## config.mk

```make
export PLATFORM = sky130hd
export DESIGN_NAME = ris_front
export DESIGN_NICKNAME = d
export VERILOG_FILES = /design/src/ris_pkg.sv /design/src/ris_front.sv
export SDC_FILE = /design/constraint.sdc
export NUM_CORES = 1
export LEC_CHECK = 0
export BUFFER_PORTS_ARGS = -buffer_cell sky130_fd_sc_hd__buf_2
export CORE_MARGIN = 3
export CORE_UTILIZATION = 35
export CTS_CLUSTER_DIAMETER = 120
export DETAILED_ROUTE_END_ITERATION = 10
export GPL_TIMING_DRIVEN = 0
export PLACE_DENSITY = 0.61
export SETUP_SLACK_MARGIN = 0.1
export SLEW_MARGIN = 25
export SYNTH_ARGS = -nofsm -noshare
export SYNTH_HDL_FRONTEND = slang
export SYNTH_SLANG_ARGS = --single-unit
```

## constraint.sdc

```tcl
create_clock -name clk -period 9.8 [get_ports clk]
set_input_delay 1.47 -clock clk [delete_from_list [all_inputs] [get_ports clk]]
set_output_delay 1.47 -clock clk [all_outputs]
set_load 0.02 [all_outputs]
```

## src/ris_pkg.sv

```systemverilog
// shared types, constants and functions of the random index sampler
package ris_pkg;

  localparam int POOL_DEPTH_DEF  = 1024;
  localparam int MAX_SAMPLES_DEF = 64;

  localparam int TW_N   = 312;
  localparam int TW_M   = 156;
  localparam int TW_AW  = $clog2(TW_N);
  localparam logic [63:0] TW_MATRIX = 64'hB5026F5AA96619E9;
  localparam logic [63:0] TW_UPPER  = 64'hFFFFFFFF80000000;
  localparam logic [63:0] TW_LOWER  = 64'h000000007FFFFFFF;
  localparam logic [63:0] TW_MULT   = 64'd6364136223846793005;

  // width of the request tag stored beside each pool entry
  localparam int EPW = 8;

  localparam logic [2:0] ST_OK    = 3'd0;
  localparam logic [2:0] ST_EMPTY = 3'd1;
  localparam logic [2:0] ST_COUNT = 3'd2;
  localparam logic [2:0] ST_POOL  = 3'd3;
  localparam logic [2:0] ST_NONE  = 3'd4;

  typedef struct packed {
    logic [31:0] range_start;
    logic [31:0] range_end;
    logic [6:0]  sample_count;
    logic [63:0] seed_value;
  } req_t;

  typedef struct packed {
    logic [31:0] sampled_index;
    logic [2:0]  status_code;
    logic        last_of_run;
  } rsp_t;

  typedef struct packed {
    logic [2:0]  status;
    logic [31:0] start;
    logic [31:0] avail;
    logic [6:0]  count;
    logic [63:0] seed;
  } cmd_t;

  function automatic logic [63:0] tw_temper(input logic [63:0] w);
    logic [63:0] x;
    x = w;
    x = x ^ ((x >> 29) & 64'h5555555555555555);
    x = x ^ ((x << 17) & 64'h71D67FFFEDA60000);
    x = x ^ ((x << 37) & 64'hFFF7EEE000000000);
    x = x ^ (x >> 43);
    return x;
  endfunction

endpackage

```

## src/ris_front.sv

```systemverilog
// request intake: range checks and a two-entry command queue
module ris_front #(
  parameter int POOL_DEPTH  = ris_pkg::POOL_DEPTH_DEF,
  parameter int MAX_SAMPLES = ris_pkg::MAX_SAMPLES_DEF
) (
  input  logic          clk,
  input  logic          rst,
  input  logic          req_valid,
  output logic          req_stall,
  input  ris_pkg::req_t req,
  output logic          cmd_valid,
  output ris_pkg::cmd_t cmd,
  input  logic          cmd_pop
);

  ris_pkg::cmd_t q [2];
  logic          wr_ptr;
  logic          rd_ptr;
  logic [1:0]    fill;
  ris_pkg::cmd_t cls;
  logic          push;

  always_comb begin
    cls.start = req.range_start;
    cls.avail = req.range_end - req.range_start;
    cls.count = req.sample_count;
    cls.seed  = req.seed_value;
    if (req.range_start >= req.range_end) begin
      cls.status = ris_pkg::ST_EMPTY;
    end else if (32'(req.sample_count) > cls.avail ||
                 32'(req.sample_count) > 32'(MAX_SAMPLES)) begin
      cls.status = ris_pkg::ST_COUNT;
    end else if (cls.avail > 32'(POOL_DEPTH)) begin
      cls.status = ris_pkg::ST_POOL;
    end else if (req.sample_count == 7'd0) begin
      cls.status = ris_pkg::ST_NONE;
    end else begin
      cls.status = ris_pkg::ST_OK;
    end
  end

  assign req_stall = (fill == 2'd2);
  assign push      = req_valid && !req_stall;
  assign cmd_valid = (fill != 2'd0);
  assign cmd       = q[rd_ptr];

  always_ff @(posedge clk) begin
    if (push) begin
      q[wr_ptr] <= cls;
    end
    if (rst) begin
      wr_ptr <= 1'b0;
      rd_ptr <= 1'b0;
      fill   <= 2'd0;
    end else begin
      if (push) begin
        wr_ptr <= !wr_ptr;
      end
      if (cmd_pop) begin
        rd_ptr <= !rd_ptr;
      end
      fill <= fill + 2'(push) - 2'(cmd_pop);
    end
  end

endmodule

```

# --- Word-level counts from Yosys, hierarchy flattened ---
# Memories as Yosys holds them, arrays and structs flattened. A register that Yosys moved wholly into a read port is not among the register bits.
# Index checks and enable logic that the tools add are counted.
totals:
  register_bits: 4
  n_memories: 1
  output_inout_bits: 140
  ramBits: 276
  input_bits: 139
  word_cells: 27
classes:
  n_reduce_logical: 7
  n_mux: 8
  n_lt_le_gt_ge: 4
  n_eq_ne: 1
  add_sub_neg: 3
mem_list:
  columns: ["memory", "depth", "width", "read_ports", "rd_clocked_by_memory_dff", "wr", "line_no", "rtl"]
  rows:
  - ["q", 2, 138, 1, 1, 1, "ris_front.sv:16", "ris_pkg::cmd_t q [2];"]
ops:
  columns: ["op", "n"]
  rows:
  - ["32-bit greater-or-equal comparator", 1]
  - ["32-bit by 11-bit > comparator with 1-bit output, second input constant", 1]
  - ["7-bit by 32-bit > comparator with 1-bit output", 1]
  - ["32-bit subtractor", 1]
  - ["3-bit two-way mux", 4]
  - ["7-bit > comparator, second input constant", 1]
  - ["7-bit logical NOT", 1]
  - ["1-bit two-way mux", 4]
  - ["1-bit logical NOT", 3]
  - ["2-bit by 1-bit adder with 2-bit output", 1]
  - ["2-bit equality test, second input constant", 1]
  - ["2-bit nonzero test", 1]
  - ["2-bit by 1-bit subtractor with 2-bit output", 1]
  - ["1-bit logical AND", 1]
  - ["1-bit logical OR", 1]

# --- Longest topological paths before layout ---
# Gate-level depths: netlist of the first run.
depth:
  ltp_word: 5
  depth_mapped: 15
  depth_no_buf: 15

# --- Least setup slack after synthesis of the first run ---
# OpenSTA, ideal clock, no wires.
synth_path:
  path_kind: "input to register"
  from: "in req_valid"
  to: "mem q[0][0] in the netlist's numbering (enable)"
  path_slack_ps: 1870
  arrival_ps: 7293
  stages: 2
  cell_sequence: "nand2_1 nor2_1"
synth_via:
  elab_chain_len: 3
synth_rtl:
  columns: ["item", "line_no", "rtl"]
  rows:
  - ["start: declaration", "ris_front.sv:8", "input logic req_valid,"]
  - ["1-bit logical AND", "ris_front.sv:43", "assign push = req_valid && !req_stall;"]
  - ["1-bit two-way mux", "ris_front.sv:48", "if (push) begin"]
  - ["1-bit two-way mux (implied by the code)", "ris_front.sv:49", "q[wr_ptr] <= cls;"]
  - ["end: declaration", "ris_front.sv:16", null]
# No other way between the ends.

==> results of run 1 <==
-- layer usage --
layer	wire, µm	up-vias	part of all wire (%)
met2	15230	278	48
li1	-	3920	-
met3	2379	60	7.4
met5	31	-	0.097
met1	13450	3997	42
met4	909	4	2.8
-- cells in the mapped netlist (3+ instances only) --
cell type | n | area share, %
a211oi_1 | 4 | 0.23
a31oi_1 | 4 | 0.20
nand2b_1 | 5 | 0.24
buf_2 | 6 | 0.23
xor2_1 | 13 | 0.89
o221ai_1 | 3 | 0.21
ha_1 | 41 | 4.0
and3_1 | 5 | 0.24
edfxtp_1 | 276 | 65
a21oi_1 | 38 | 1.5
mux2_2 | 138 | 12
clkbuf_1 | 17 | 0.50
and2_1 | 5 | 0.24
nor3_1 | 10 | 0.39
nor4b_1 | 3 | 0.21
or2_2 | 5 | 0.24
a21boi_0 | 3 | 0.18
a31o_2 | 3 | 0.21
mux2i_1 | 6 | 0.47
a21o_2 | 3 | 0.21
o21a_1 | 5 | 0.29
nor2b_1 | 4 | 0.20
nand3_1 | 12 | 0.47
nand2_1 | 36 | 1.1
or3_1 | 3 | 0.15
dfxtp_1 | 5 | 0.78
o211ai_1 | 5 | 0.29
inv_1 | 50 | 1.5
xnor2_1 | 13 | 0.89
o21ai_0 | 25 | 0.98
nor2_1 | 32 | 0.94
a21o_1 | 4 | 0.23
nor4_1 | 4 | 0.20
nand4_1 | 8 | 0.39
-- final cells by class --
cell class | count | area [µm²]
antenna | 2 | 5.005
buffer | 29 | 145.1
clock buffer | 40 | 894.6
clock inverter | 22 | 209.0
fill | 3253 | 19690
inverter | 50 | 187.7
multi-input combinational | 490 | 4078
sequential | 281 | 8388
tap | 461 | 576.8
timing repair buffer | 288 | 1652
-- through the flow --
stage          std cells  cell area, µm²  util [%]
5_1_grt             1663           16140     45.04
2_1_floorplan        850           12790         -
6_report            1663           16140     45.04
3_5_place_dp        1599           15030     41.94
4_1_cts             1661           16130     45.02
3_3_place_gp        1589           14750     41.18
-- cell families (layout without fill, tap and decap cells) --
group / after synthesis / in the layout / share of synthesized area, %
compound gates: 128 / 128 / 6.987
xor+xnor: 26 / 26 / 1.781
fa+ha+maj: 42 / 42 / 4.169
buf+inv: 79 / 429 / 2.603
flops: 281 / 281 / 65.60
mux: 144 / 144 / 12.62
other cells: 0 / 2 / 0
simple gates: 150 / 150 / 6.234
-- how the worst min path moves through the flow --
stage | slack (ns) | cells past startpoint | startpoint | endpoint
after global routing | 0.57 | 2 | fill[1]$_SDFF_PP0_ | fill[1]$_SDFF_PP0_
after CTS | 0.53 | 2 | rd_ptr$_SDFFE_PP0P_ | flop
after global placement | 0.49 | 2 | rd_ptr$_SDFFE_PP0P_ | flop
final | 0.53 | 2 | rd_ptr$_SDFFE_PP0P_ | flop
after detailed placement | 0.51 | 2 | rd_ptr$_SDFFE_PP0P_ | rd_ptr$_SDFFE_PP0P_
after floorplan | 0.48 | 2 | rd_ptr$_SDFFE_PP0P_ | flop
-- critical path: stages --
cell and delay [ns]:
buf_2 0.10, inv_1 0.04, ha_1 0.26, buf_2 0.19
nand2_1 0.11, or4_1 0.55, o21a_2 0.25, a311oi_1 0.59
a41oi_1 0.25, xnor2_1 0.21, or4_4 0.58, nor3_1 0.20
a21oi_1 0.11
-- registers in the layout, summed over array words and instances, names as in the netlist, named ones only --
| name | count |
|---|---|
| fill | 2 |
| rd_ptr | 1 |
| q | 276 |
| wr_ptr | 1 |
-- report_power, final --
part	switching (W)	leakage, nW	internal (W)
Combinational	0.000561	3.08	0.000344
Sequential	0.0000381	2.61	0.00156
Clock	0.000483	0.542	0.000737
Total	0.00108	6.24	0.00264
==> flow_summary.toml, run 1 <==
[run_status]
status = "completed"

[floorplan]
fp.coreArea_um2 = 35830
fp.dieArea_um2 = 38860
die_width_um = 197.1
die_h_um = 197.1
pin_count = 279
start_util_pct = 35.69
rows = 69

[global_routing]
antenna_found_initial = 5
grt_pass1_vias = 8332
use_met2_pct = 26.83
grt_util_met3_pct = 4.742
grt_first_pass_wirelength_mm = 47.47
grt_max_degree = 46
gr-total-overflow = 0
grt.busiest_layer = "met2"
use_met1_pct = 19.55
track_usage_pct = 15.87

[clocking]
numCtsBuffers = 34
path_clk_slew_ns = 0.05
holdBufCountCts = 0
clk_latency_ns = 0.53
cts-root-buf = "clkbuf_16"
cts_setup_buffers = 0
cts_tree = "done"
cts_resized = 0
htree_levels = 2
cts_max_path_buffers = 3
clock-sinks = 281

[power]
vdd_ir_drop_max_mv = 0.1503
total_power_w = 0.003724
leakage_nw = 6.236
power.density_nw_per_um2 = 230.8

[finish]
final_cell_mix = "buf_2 (284), edfxtp_1 (276), mux2_2 (138)"
fin_nets = 1355
final_common_cell = "buf_2"
area_growth_pct = 26.20
drive_gt1_share_pct = 43.00

[sta]
relSlewSlack_pct = 44.82
grt_setup_unrepaired = "false"
slew_viol_final = 0
min_period_over_period_pct = 47.74
tns_ns = 0
worst_pin_slew_ns = 0.8277
hold_violations = 0
setup_violations = 0
skew_ns = 0.01328
fin_ws_ns = 5.121
hold_ws_ns = 0.5300
fin_crit_ns = 4.679
fmax_mhz = 213.7

[setup_path]
critPathCaptureType = "flop"
crit_path_end = "q[1][135]$_DFFE_PP_"
r2r_cells = 7
rrSetupSlack_ns = 7.67
rr_startpoint = "fill[0]$_SDFF_PP0_"
cp.required_ns = 10.04
startpoint = "req[112]"
critPathLaunchType = "input pin"
critPathMaxFanout = 10
worstPathArrival_ns = 4.92
criticalPathCategory = "input pin to flop"
reg2reg_to = "q[0][125]$_DFFE_PP_"

[placed_design]
pre_cts_ws_ns = 4.503
place_congestion = 0.8496
dp_hpwl_mm = 23.87
port_buffers = 278

[worst_hold_path]
min_path_type = "flop to flop"

[synth]
synth_cell_type_count = 76
syn-num-nets = 1031
synth_cells = 850
synth_edf_count = 276
synth_flop_cell = "edfxtp_1"
yosysWarningCount = 0
synthArstFlopShare_pct = 0
syn_area_um2 = 12790
ys_seq_area_share_pct = 65.60
synth.avg_cell_area_um2 = 15.04
yosys_register_bits = 281

[flow_run]
max_cap_viol_count = 0

[routing]
vias_per_cell = 4.966
wl_mm = 32.00
firstDrtPassIters = 4
num_vias = 8259
drt_iter0_drc = 458
ant_nets = 0
wl_per_cell_um = 19.24
drc = 0
No activity file was read; power rests on OpenSTA's default activity.
==> run 2, diff against run 1 <==
- clock period: 9.8 -> 4.55 ns (I/O delays scaled with it)
==> run 2 against run 1 <==
Wire length shrank 1.1%. Worst hold slack worse by 0.23 ns. Clock-buffer cell count down 4. Setup slack lost 4.6 ns. Flip-flop and latch count stayed put. Register-to-register slack got worse by 5.2 ns. Die area is the same. Critical endpoint is now q[0][136]$_DFFE_PP_. Largest power group unchanged. Highest routed layer unchanged.
==> flow_summary.toml, run 2 (synthesized netlist as in run 1, its figures left out) <==
[floorplan]
fp.dieArea_um2 = 38860
fp.coreArea_um2 = 35830
start_util_pct = 35.69
die_width_um = 197.1
die_h_um = 197.1
pin_count = 279
rows = 69

[finish]
drive_gt1_share_pct = 42.98
regMostFlops = "q"
final_cell_mix = "buf_2 (284), edfxtp_1 (276), mux2_2 (138)"
final_common_cell = "buf_2"
fillers = 3287
largest_reg_flops = 276
multi_input_area_um2 = 4078
seq_area_um2 = 8388
area_growth_pct = 25.14
fin_nets = 1352
reg_top3 = "q: 276 flops, fill: 2 flops"

[clocking]
htree_levels = 1
path_clk_slew_ns = 0.06
clk_latency_ns = 0.57
cts_resized = 0
cts_tree = "done"
cts_max_path_buffers = 3
clock-sinks = 281
holdBufCountCts = 0
numCtsBuffers = 31
cts_setup_buffers = 0
cts-root-buf = "clkbuf_16"

[routing]
num_vias = 8144
drc = 0
vias_per_cell = 4.912
drt_iter0_drc = 359
firstDrtPassIters = 4
wl_mm = 31.64
wl_per_cell_um = 19.09
ant_nets = 0

[placed_design]
place_congestion = 0.8324
dp_hpwl_mm = 23.88
port_buffers = 278

[sta]
fmax_mhz = 249.9
setup_violations = 0
relSlewSlack_pct = 46.44
skew_ns = 0.02302
hold_ws_ns = 0.3001
fin_crit_ns = 4.002
worst_pin_slew_ns = 0.8034
grt_setup_unrepaired = "false"
min_period_over_period_pct = 87.96
slew_viol_final = 0
hold_violations = 0

[power]
vdd_ir_drop_max_mv = 0.2675
total_power_w = 0.007848
power.density_nw_per_um2 = 490.5
leakage_nw = 6.156

[setup_path]
critPathMaxFanout = 4
worstPathArrival_ns = 4.27
critPathLaunchType = "input pin"
critPathCaptureType = "flop"
cp.required_ns = 4.82
criticalPathCategory = "input pin to flop"

[run_status]
status = "completed"

[global_routing]
gr-total-overflow = 0
antenna_found_initial = 3
grt_first_pass_wirelength_mm = 47.13
grt_max_degree = 39
grt_pass1_vias = 8247
track_usage_pct = 15.54

[flow_run]
max_cap_viol_count = 0

[worst_hold_path]
min_path_type = "input pin to flop"
[run 2: changes by cell type in the layout (fill, tap and decap cells not counted)]
| cell | before | now |
|---|---|---|
| buf_16 | 8 | 2 |
| buf_12 | 2 | 7 |
| clkinvlp_4 | 0 | 5 |
| clkbuf_16 | 35 | 31 |
| clkinv_1 | 8 | 6 |
| clkinv_2 | 6 | 4 |
| clkinv_4 | 3 | 1 |
| clkinv_8 | 2 | 0 |
| inv_6 | 0 | 2 |
| buf_8 | 0 | 1 |
| bufinv_16 | 3 | 4 |
| diode_2 | 2 | 1 |
[run 2: final timing paths]
| path | start | end | slack, ns | cells after the start |
|---|---|---|---|---|
| hold / removal | req[57] | q[1][57]$_DFFE_PP_ | 0.30 | 1 |
| setup / recovery | req[71] | q[0][136]$_DFFE_PP_ | 0.55 | 14 |
| hold reg to reg | rd_ptr$_SDFFE_PP0P_ | rd_ptr$_SDFFE_PP0P_ | 0.51 | 2 |
| setup reg to reg | fill[0]$_SDFF_PP0_ | q[0][129]$_DFFE_PP_ | 2.45 | 6 |
[run 2: critical path, cell delays in order]
cell and delay, ns:
buf_2 0.10, inv_1 0.05, ha_1 0.19, inv_1 0.06
fa_1 0.40, a21o_2 0.24, a221oi_4 0.39, o21ai_0 0.21
xor2_1 0.20, or2_2 0.32, nor4_1 0.56, o2111ai_1 0.19
nor4_1 0.48, a21oi_1 0.17
[run 2: area by class of cell]
cell class	count	share of cell area [%]
Antenna cell	1	0.01564
Buffer	29	0.9071
Clock buffer	36	4.966
Clock inverter	22	1.415
Inverter	50	1.173
Multi-Input combinational cell	490	25.48
Sequential cell	281	52.42
Tap cell	461	3.605
Timing Repair Buffer	288	10.01
[run 2: report_power, final]
part	total (W)	switching [W]	internal, W
registers	0.00344	0.0000820	0.00336
clock network	0.00249	0.00101	0.00148
logic	0.00191	0.00119	0.000720
[run 2: metrics by stage]
stage	area [µm²]	cells	util (%)	setup TNS (ns)	setup slack (ns)
2_1_floorplan	12790	850	-	0	0.1308
3_3_place_gp	14760	1589	41.20	-310.21	-2.085
3_5_place_dp	14980	1599	41.80	-0.08852	-0.02482
4_1_cts	16000	1657	44.65	0	0.5612
5_1_grt	16000	1657	44.65	0	0.3842
6_report	16000	1658	44.66	0	0.5477
[run 2: per-layer routing]
layer  routed length, µm  GRT usage, %  part of all wire [%]
met1               13860         20.00                    44
met2               14930         26.43                    47
met3                2101         3.684                   6.6
met4                 728         4.277                   2.3
met5                  24             0                 0.076
==> run 3, diff against run 2 <==
- CTS_BUF_LIST: default -> sky130_fd_sc_hd__clkbuf_4 sky130_fd_sc_hd__clkbuf_8
==> run 3 against run 2 <==
First-iteration DRC count down 8.6%. Sequential power about the same. Final cell count up 1.4%. Clock skew down 0.0046 ns. Sequential share of layout area up 0.46 points. Fmax up 2.2%. Flip-flop and latch count unchanged. Setup slack better by 0.087 ns. Non-clock buffer count unchanged. Cell area down 0.87%. Register-to-register slack about the same. Critical endpoint is now q[0][135]$_DFFE_PP_. Highest routed layer unchanged.
==> flow_summary.toml, run 3 (synthesized netlist as in run 1, its figures left out) <==
[routing]
ant_nets = 0
drt_iter0_drc = 328
firstDrtPassIters = 4
vias_per_cell = 4.912
wl_mm = 31.95
drc = 0
num_vias = 8257
wl_per_cell_um = 19.00

[setup_path]
path_cells = "buf_2 > inv_1 > ha_1 > inv_1 > fa_1 > a21o_2 > a221oi_4 > o21ai_0 > xor2_1 > or2_2 > nor4_1 > o2111ai_1 > nor4_1 > a21oi_1"
cp.required_ns = 4.84
slowest_delay_ns = 0.52
crit_family = "simple AND/OR/NAND/NOR gates"
cp_slowest_cell = "nor4_1"
critPathCaptureType = "flop"
worstPathArrival_ns = 4.21
criticalPathCategory = "input pin to flop"
critPathLaunchType = "input pin"
critPathBufInv = 3
critPathMaxFanout = 4

[sta]
fin_ws_ns = 0.6343
relSlewSlack_pct = 46.20
fmax_mhz = 255.4
worst_pin_slew_ns = 0.8070
slew_viol_final = 0
tns_ns = 0
grt_setup_unrepaired = "false"
hold_violations = 0
fin_crit_ns = 3.916
setup_violations = 0
skew_ns = 0.01838
min_period_over_period_pct = 86.06

[power]
seqPwrFrac_pct = 46.0
leakage_nw = 6.140
power_switching_w = 0.002251
p_int_w = 0.005236
clkPwrFrac_pct = 28.4
power.density_nw_per_um2 = 472.0
swShare_pct = 30.06
pwr-share-comb_pct = 25.6
vdd_ir_drop_max_mv = 0.2707
total_power_w = 0.007487

[floorplan]
die_h_um = 197.1
start_util_pct = 35.69
pin_count = 279
die_width_um = 197.1
rows = 69
fp.coreArea_um2 = 35830
fp.dieArea_um2 = 38860

[global_routing]
track_usage_pct = 15.89
grt_first_pass_wirelength_mm = 47.50
grt_pass1_vias = 8387
gr-total-overflow = 0
antenna_found_initial = 1
grt_max_degree = 39

[placed_design]
place_area_um2 = 14980
port_buffers = 278
pre_cts_ws_ns = -0.02482
dp_hpwl_mm = 23.88
place_congestion = 0.8324
place_inst = 1599

[clocking]
clock-sinks = 281
cts_tree = "done"
holdBufCountCts = 0
cts_setup_buffers = 0
htree_levels = 2
cts_resized = 0
numCtsBuffers = 48
clk_latency_ns = 0.60
cts_max_path_buffers = 3
cts-root-buf = "clkbuf_8"
path_clk_slew_ns = 0.06

[finish]
fillers = 3289
final_common_cell = "buf_2"
area_growth_pct = 24.05
stdcell_count = 1681
reg_top3 = "q: 276 flops, fill: 2 flops"
design_area_um2 = 15860
regMostFlops = "q"
fin_nets = 1369
drive_gt1_share_pct = 43.92
largest_reg_flops = 276
final_cell_mix = "buf_2 (284), edfxtp_1 (276), mux2_2 (138)"

[worst_hold_path]
min_path_type = "input pin to flop"

[run_status]
status = "completed"

[flow_run]
max_cap_viol_count = 0
## run 3: path summary, 6_finish.rpt
path | from | end | slack [ns] | cells past startpoint
setup reg to reg | fill[0]$_SDFF_PP0_ | q[0][89]$_DFFE_PP_ | 2.46 | 6
hold reg to reg | rd_ptr$_SDFFE_PP0P_ | rd_ptr$_SDFFE_PP0P_ | 0.51 | 2
setup / recovery | req[71] | q[0][135]$_DFFE_PP_ | 0.63 | 14
hold / removal | req[34] | q[0][34]$_DFFE_PP_ | 0.28 | 1
## run 3: power by group through the flow
stage	Combinational, W	Clock, W	Sequential (W)
2_1_floorplan	0.00120	0	0.00351
3_3_place_gp	0.00182	0	0.00356
3_5_place_dp	0.00194	0	0.00350
4_1_cts	0.00195	0.00224	0.00345
5_1_grt	0.00208	0.00234	0.00348
6_report	0.00191	0.00213	0.00345
## run 3: metal layers
layer | track usage [%] | wire length (µm) | part of all wire, % | vias to the layer above
li1 | - | - | - | 3945
met1 | 20.00 | 13800 | 43 | 3955
met2 | 26.20 | 14910 | 47 | 293
met3 | 4.383 | 2301 | 7.2 | 62
met4 | 6.204 | 920 | 2.9 | 2
met5 | 0 | 7 | 0.022 | -
## run 3: through the flow
step	hold slack, ns	utilization [%]
floorplan	0.4799	-
global placement	0.5005	41.20
detailed placement	0.5101	41.80
CTS	0.1915	44.26
global route	0.2174	44.26
finish	0.2805	44.27
## run 3: area by class of cell
type	instances	area [µm²]	area share (%)
clock inverters	19	108.9	0.6863
diodes	2	5.005	0.03155
flip-flops and latches	281	8388	52.88
inverters	50	187.7	1.183
repair buffers	288	1602	10.10
plain buffers	29	145.1	0.9150
multi-input cells	490	4078	25.71
clock buffers	61	770.7	4.859
well taps	461	576.8	3.636
